## src/rtl/qdl2_pkg.sv

```systemverilog
// Package for the quantized dot product / L2 distance block.
// Holds request/response types, the lane-tree node type and the shared
// element, clamp and node-composition functions. No dependencies.
package qdl2_pkg;

    // Lane and tree geometry
    localparam int LANES      = 4;
    localparam int LEVELS     = $clog2(LANES);
    localparam int LEAVES     = 1 << LEVELS;

    // Field widths
    localparam int ELEM_W     = 32;
    localparam int PROD_W     = 2 * ELEM_W;
    localparam int ACC_W      = 64;
    localparam int NORM_W     = 63;
    localparam int LANE_CNT_W = 3;
    localparam int CFG_DATA_W = 2;

    // Tree sums grow by one bit per level, plus headroom for a bound added to them
    localparam int SUM_W      = ACC_W + LEVELS + 1;
    // Norm sum minus twice the inner product
    localparam int COMB_W     = ACC_W + 2;

    localparam logic signed [ACC_W-1:0] ACC_MAX = {1'b0, {(ACC_W-1){1'b1}}};
    localparam logic signed [ACC_W-1:0] ACC_MIN = {1'b1, {(ACC_W-1){1'b0}}};

    typedef enum logic [1:0] {
        W_INT8  = 2'd0,
        W_INT16 = 2'd1,
        W_INT32 = 2'd2
    } t_qdl2_width;

    typedef enum logic [0:0] {
        CFG_ELEM_WIDTH  = 1'b0,
        CFG_METRIC_MODE = 1'b1
    } t_qdl2_cfg_idx;

    typedef struct packed {
        logic signed [ELEM_W-1:0] query_elem_0;
        logic signed [ELEM_W-1:0] query_elem_1;
        logic signed [ELEM_W-1:0] query_elem_2;
        logic signed [ELEM_W-1:0] query_elem_3;
        logic signed [ELEM_W-1:0] entry_elem_0;
        logic signed [ELEM_W-1:0] entry_elem_1;
        logic signed [ELEM_W-1:0] entry_elem_2;
        logic signed [ELEM_W-1:0] entry_elem_3;
        logic [LANE_CNT_W-1:0]    lane_count;
        logic [NORM_W-1:0]        query_norm;
        logic [NORM_W-1:0]        entry_norm;
        logic                     last_item;
    } t_qdl2_req;

    typedef struct packed {
        logic signed [ACC_W-1:0] distance;
        logic                    saturated;
    } t_qdl2_rsp;

    // Control that travels beside the lane data through the pipeline
    typedef struct packed {
        logic              vld;
        logic              last;
        logic [NORM_W-1:0] query_norm;
        logic [NORM_W-1:0] entry_norm;
    } t_qdl2_side;

    // A run of saturating adds written as x -> clamp(x + sum, lo, hi).
    // pmin/pmax are the extreme prefix sums (including the empty prefix);
    // a start value x saturates somewhere iff x + pmin < MIN or x + pmax > MAX.
    typedef struct packed {
        logic signed [SUM_W-1:0] sum;
        logic signed [ACC_W-1:0] lo;
        logic signed [ACC_W-1:0] hi;
        logic signed [SUM_W-1:0] pmin;
        logic signed [SUM_W-1:0] pmax;
    } t_qdl2_node;

    // Sign-extend the low 8, 16 or 32 bits; the unused code acts as int32
    function automatic logic signed [ELEM_W-1:0] widen(
        input logic [ELEM_W-1:0] raw,
        input logic [1:0]        code
    );
        logic signed [ELEM_W-1:0] v;
        case (code)
            W_INT8:  v = {{(ELEM_W-8){raw[7]}}, raw[7:0]};
            W_INT16: v = {{(ELEM_W-16){raw[15]}}, raw[15:0]};
            default: v = raw;
        endcase
        return v;
    endfunction

    // Clamp a wide value into [lo, hi], both inside the accumulator range
    function automatic logic signed [ACC_W-1:0] clamp_acc(
        input logic signed [SUM_W-1:0] v,
        input logic signed [ACC_W-1:0] lo,
        input logic signed [ACC_W-1:0] hi
    );
        logic signed [SUM_W-1:0] lo_x;
        logic signed [SUM_W-1:0] hi_x;
        logic signed [ACC_W-1:0] res;
        lo_x = SUM_W'(lo);
        hi_x = SUM_W'(hi);
        if (v < lo_x) begin
            res = lo;
        end else if (v > hi_x) begin
            res = hi;
        end else begin
            res = v[ACC_W-1:0];
        end
        return res;
    endfunction

    function automatic t_qdl2_node node_ident();
        t_qdl2_node res;
        res.sum  = '0;
        res.lo   = ACC_MIN;
        res.hi   = ACC_MAX;
        res.pmin = '0;
        res.pmax = '0;
        return res;
    endfunction

    // One saturating add of a lane product, or nothing for an idle lane
    function automatic t_qdl2_node node_leaf(
        input logic signed [PROD_W-1:0] p,
        input logic                     on
    );
        t_qdl2_node res;
        res = node_ident();
        if (on) begin
            res.sum  = SUM_W'(p);
            res.pmin = (p < 0) ? SUM_W'(p) : '0;
            res.pmax = (p > 0) ? SUM_W'(p) : '0;
        end
        return res;
    endfunction

    // Apply run f first, then run g
    function automatic t_qdl2_node node_join(
        input t_qdl2_node f,
        input t_qdl2_node g
    );
        t_qdl2_node              res;
        logic signed [SUM_W-1:0] lo_s;
        logic signed [SUM_W-1:0] hi_s;
        logic signed [SUM_W-1:0] mn_s;
        logic signed [SUM_W-1:0] mx_s;
        res.sum  = f.sum + g.sum;
        lo_s     = SUM_W'(f.lo) + g.sum;
        hi_s     = SUM_W'(f.hi) + g.sum;
        res.lo   = clamp_acc(lo_s, g.lo, g.hi);
        res.hi   = clamp_acc(hi_s, g.lo, g.hi);
        mn_s     = f.sum + g.pmin;
        mx_s     = f.sum + g.pmax;
        res.pmin = (mn_s < f.pmin) ? mn_s : f.pmin;
        res.pmax = (mx_s > f.pmax) ? mx_s : f.pmax;
        return res;
    endfunction

endpackage

```

## src/rtl/qdl2_lane.sv

```systemverilog
// One multiply lane: widens an element pair, multiplies it and registers
// the product as a leaf of the merge tree. Depends on qdl2_pkg.
module qdl2_lane (
    input  logic                          i_clk,
    input  logic                          i_en,
    input  logic                          i_lane_on,
    input  logic [1:0]                    i_elem_width,
    input  logic [qdl2_pkg::ELEM_W-1:0]   i_query,
    input  logic [qdl2_pkg::ELEM_W-1:0]   i_entry,
    output qdl2_pkg::t_qdl2_node          o_leaf
);
    import qdl2_pkg::*;

    logic signed [ELEM_W-1:0] w_query;
    logic signed [ELEM_W-1:0] w_entry;
    logic signed [PROD_W-1:0] w_prod;
    t_qdl2_node               r_leaf;

    // Widen both elements and multiply
    assign w_query = widen(i_query, i_elem_width);
    assign w_entry = widen(i_entry, i_elem_width);
    assign w_prod  = w_query * w_entry;

    // Register the leaf; an idle lane leaves the sum untouched
    always_ff @(posedge i_clk) begin
        if (i_en) begin
            r_leaf <= node_leaf(w_prod, i_lane_on);
        end
    end

    assign o_leaf = r_leaf;
endmodule

```

## config.mk

```make
export PLATFORM = sky130hd
export DESIGN_NAME = qdl2_lane
export DESIGN_NICKNAME = d
export VERILOG_FILES = /design/src/rtl/qdl2_pkg.sv /design/src/rtl/qdl2_lane.sv
export SDC_FILE = /design/constraint.sdc
export NUM_CORES = 2
export LEC_CHECK = 0
export BUFFER_PORTS_ARGS = -buffer_cell sky130_fd_sc_hd__clkbuf_2
export CAP_MARGIN = 25
export CORE_UTILIZATION = 40
export CTS_CLUSTER_SIZE = 8
export DETAILED_ROUTE_END_ITERATION = 7
export GPL_TIMING_DRIVEN = 1
export HOLD_SLACK_MARGIN = 0.06
export PLACE_DENSITY = 0.6
export SETUP_SLACK_MARGIN = 0.4
export SYNTH_ARGS = -nofsm -noshare
export SYNTH_HDL_FRONTEND = slang
export SYNTH_SLANG_ARGS = --single-unit
```

## constraint.sdc

```tcl
create_clock -name i_clk -period 9.23 [get_ports i_clk]
set_input_delay 0.4615 -clock i_clk [delete_from_list [all_inputs] [get_ports i_clk]]
set_output_delay 0.4615 -clock i_clk [all_outputs]
set_load 0.02 [all_outputs]
```

Word level (Yosys, flattened, before mapping)
Cells that the tools add are included.
{ "totals": {"out_inout_bits": 329, "word_cells": 12, "regBits": 192} }
{ "op_classes": {"n_eq_ne": 1, "magnitude_cmp": 2, "n_reduce_logical": 3, "muxes": 2, "n_mul": 1} }
{ "ops": {"columns": ["cell", "n"], "rows": [
  ["one-hot mux 32 bit (2 select lines)", 2],
  ["> comparator 64 x 1 -> 1 bit, second input constant", 1],
  ["< comparator 64 x 1 -> 1 bit, second input constant", 1],
  ["multiplier 32 x 32 -> 64 bit", 1],
  ["AND reduction 2 bit", 2],
  ["== test 2 x 1 -> 1 bit, second input constant", 1],
  ["logical NOT 2 bit", 1]
]} }

Longest topological paths before layout
{ "logic_depth": {"word_depth": 5, "mapped_depth": 37, "depth_no_buf": 32} }

Worst setup path after synthesis
OpenSTA, ideal clock, no wires.
{ "synth_timing": {"path_type": "input to register", "start": "in i_elem_width[1]", "end": "reg r_leaf (netlist bit o_leaf[116]) (data pin)", "setup_ns": 0.135, "t_required_ns": 9.095, "stages": 35, "path_slack_ns": 0.262, "n_path_buf": 6, "arrival_time_ns": 8.833, "path_cell_list": "nor2_1 > and2_1 > buf_2 > a21oi_1 > nand2_1 > clkbuf_1 > o21a_1 > clkbuf_1 > nand2_1 > fa_1 > inv_1 > fa_1 > inv_1 > fa_1 > fa_1 > inv_1 > fa_1 > fa_1 > inv_1 > fa_1 > fa_1 > inv_1 > ha_1 > clkbuf_1 > a21oi_1 > o21bai_1 > a21o_1 > a21o_1 > a21oi_1 > o21ai_0 > nor3_2 > mux2_4 > buf_6 > buf_6 > nor2_2"} }
{ "synth_between": {"elab_chain_len": 5, "word_cells_on_any_way": 7} }
{ "synth_rtl": {"columns": ["item", "line_no", "rtl"], "rows": [
  ["start: declaration", "qdl2_lane.sv:7", "input logic [1:0] i_elem_width,"],
  ["== test 2 x 1 -> 1 bit / logical NOT 2 bit (equally long branches)", "qdl2_pkg.sv:83", "case (code)"],
  ["one-hot mux 32 bit (2 select lines)", "qdl2_pkg.sv:83", null],
  ["multiplier 32 x 32 -> 64 bit (*)", "qdl2_lane.sv:22", "assign w_prod = w_query * w_entry;"],
  ["< comparator 64 x 1 -> 1 bit", "qdl2_pkg.sv:131", "res.pmin = (p < 0) ? SUM_W'(p) : '0;"],
  ["AND reduction 2 bit (no line)", null, null],
  ["end signal: assignment", "qdl2_lane.sv:27", "r_leaf <= node_leaf(w_prod, i_lane_on);"],
  ["end: declaration", "qdl2_lane.sv:17", "t_qdl2_node r_leaf;"]
]} }
Mark *: on every way between the ends. The rest lies on a longest branch, timed or not.
A chain may end at the register's enable or synchronous reset.

Worst setup path after layout
{ "layout_timing": {"start": "in i_elem_width[1]", "end": "reg r_leaf (netlist bit o_leaf[310]) (data pin)"} }
{ "layout_between": {"elab_chain_len": 3, "word_cells_on_any_way": 5} }
{ "layout_rtl": {"columns": ["item", "line_no"], "rows": [
  ["== test 2 x 1 -> 1 bit / logical NOT 2 bit (equally long branches)", "qdl2_pkg.sv:83"],
  ["one-hot mux 32 bit (2 select lines)", "qdl2_pkg.sv:83"],
  ["multiplier 32 x 32 -> 64 bit (*)", "qdl2_lane.sv:22"]
]} }
Marked as above.

==> flow_metrics.py <==
metrics = {
    "sta": {
        "max_freq_mhz": 116,
        "rsz0062_at_grt": "true",
        "finalHoldViolCount": 0,
        "finalCritPeriodShare": 0.931,
        "max_slew_margin": 0.342,
        "worstMarginPinSlew_ns": 0.987,
        "post-route-min-period_ns": 8.60,
        "final.setup.tns_ns": 0,
        "setup_viol": 0,
        "maxSlewViolCount": 0,
        "hold-worst-slack_ns": 0.459,
    },
    "floorplan": {
        "die_h_um": 335,
        "ioPinCount": 398,
        "die_x_um": 335,
        "die-area_sq_um": 112000,
        "std_cell_rows": 121,
        "core_area_sq_um": 109000,
        "start_util": 0.405,
    },
    "global_route": {
        "grt_pass1_vias": 35000,
        "track_usage": 0.244,
        "grt_max_degree": 112,
        "use_met2": 0.425,
        "gr-total-overflow": 0,
        "grt_pass1_wl_um": 206000,
        "met3_usage": 0.0262,
        "grt_antenna_before_repair": 2,
        "globalRoute.busiestLayer": "met2",
        "use_met1": 0.305,
    },
    "drt": {
        "avgViaCountPerCell": 4.96,
        "wl_um": 130000,
        "vias": 32100,
        "drtIter0Drc": 1877,
        "drt.antenna.violating_nets": 0,
        "drc": 0,
        "first_pass_iters": 5,
        "wl_per_cell_um": 20.1,
    },
    "clock_network": {
        "clock-sinks": 192,
        "root_buffer": "clkbuf_16",
        "tritoncts": "done",
        "cts_htree_levels": 4,
        "cts_buffer_depth": 2,
        "cts_made_buffers": 17,
        "clk_pin_slew_ns": 0.08,
    },
    "synth": {
        "netlist-cell-type-count": 71,
        "synthArstFlopShare": 0,
        "synth_edf_count": 192,
        "synthCells": 4617,
        "yosysMostFrequentCell": "fa_1",
        "yosysSeqAreaShare": 0.130,
        "yosys_warnings": 0,
        "netlist_area_sq_um": 44200,
        "yosys.area.top_type": "fa_1",
        "post-synth-top-area-fraction": 0.490,
        "synth.avg_cell_area_sq_um": 9.58,
        "synth_seq_cells": 192,
        "ys.flop_type": "edfxtp_1",
        "synthTopCellsByArea": "fa_1 (49%), edfxtp_1 (13%), inv_1 (8.5%)",
        "synthTopCellsByCount": "fa_1 (1082), inv_1 (1002), nand2_1 (590)",
    },
    "place": {
        "gp_congestion": 0.962,
        "dp.cells": 6439,
        "hpwl_um": 112000,
        "numPortBuffers": 269,
    },
    "worst_setup_path": {
        "critPathRequiredTime_ns": 9.39,
        "cpPeakStageDelay_ns": 0.71,
        "slowest_stage": "o21ai_0",
        "arrival_ns": 8.76,
        "start_kind": "primary input",
        "path_class": "in2reg",
        "critical_path_buf_inv_count": 9,
        "path_max_fanout": 31,
        "crit_family": "adder cells",
        "crit_top_cell": "fa_1",
        "critPathCaptureType": "register",
    },
    "status": {
        "status": "finished clean",
    },
    "layout": {
        "area_growth_pct": 11.3,
        "drive_above_1_share": 0.137,
        "n_antenna_cell": 0,
        "nFillCells": 10700,
        "nets": 6319,
        "multi_input_comb_area_sq_um": 33300,
        "final_cell_count_no_fill": 6472,
        "register_area_sq_um": 5770,
        "largest_reg_flops": 192,
    },
    "worst_hold_path": {
        "min_from": "i_lane_on",
        "hp-class": "in2reg",
        "whs_path_depth": 3,
        "hold_path_end": "o_leaf[323]",
    },
    "run": {
        "cap_violations": 0,
    },
}
## area by class of cell
class                      count  area share
clock buffer                  17     0.00864
clock inverter                14     0.00300
inverter                    1006      0.0767
multi-input combinational   3183       0.676
sequential                   192       0.117
tap                         1476      0.0375
timing repair buffer         584      0.0814
## tightest hold or removal path, cell delays in order
cell and delay (ns):
clkbuf_2 0.14, inv_2 0.09, nor2_1 0.10
## how the worst max path moves through the flow
stage | slack [ns] | start | endpoint | cells past startpoint
detailed placement | -0.15 | i_elem_width[1] | o_leaf[310] | 33
floorplan | 0.41 | i_query[7] | o_leaf[116] | 33
global route | 0.39 | i_elem_width[1] | o_leaf[122] | 30
global placement | -0.23 | i_elem_width[1] | o_leaf[310] | 33
finish | 0.63 | i_elem_width[1] | o_leaf[310] | 29
CTS | 0.43 | i_query[15] | o_leaf[124] | 30
## kinds of logic (layout without fill, tap and decap cells)
group	count (synthesis)	after routing	synth area share
mux	3	3	0.000905
xor+xnor	71	71	0.0141
compound gates	277	277	0.0406
fa+ha+maj	1266	1266	0.542
simple gates	1437	1437	0.142
flops	192	192	0.130
other cells	2	129	0.000170
buf+inv	1369	1621	0.130
## what timing repair did
item                       in CTS  in global routing
setup endpoints to repair      19                148
resized for setup               1                 33
buffers inserted                0                  1
hold buffers                    0                  0
pin swaps                       0                  2
## per-stage QoR
stage | setup slack [ns] | utilization | area, sq um
5_1_grt | 0.386 | 0.451 | 49300
3_3_place_gp | -0.235 | 0.444 | 48500
6_report | 0.635 | 0.451 | 49300
2_1_floorplan | 0.410 | - | 44700
4_1_cts | 0.427 | 0.449 | 49100
3_5_place_dp | -0.149 | 0.444 | 48600
## cell usage in the layout (no fill, tap or decap), types with 13 or more instances in the layout
cell type,netlist,layout
clkbuf_2,0,268
a21o_1,18,18
fa_1,1082,1079
and2_1,236,236
nand3_1,16,16
o21ai_1,16,21
nand2b_1,13,13
nor2_1,488,488
nor2_2,18,18
nor2b_1,20,20
a21oi_1,86,81
xnor2_1,44,44
o21ai_0,47,41
ha_1,184,184
buf_12,0,20
nand4_1,15,15
buf_4,137,287
conb_1,2,129
o21a_1,35,29
o211ai_1,16,16
clkbuf_16,0,17
edfxtp_1,192,192
xor2_1,27,27
nand2_1,590,580
inv_1,1002,999
## metal layers
metal	up-vias	routed length, um
li1	14000	-
met1	16800	50200
met2	1112	65300
met3	240	7520
met4	0	7260
met5	-	0
Power is not shown: default switching activity piles up to over one toggle a cycle in this logic, so the estimate is an artifact.
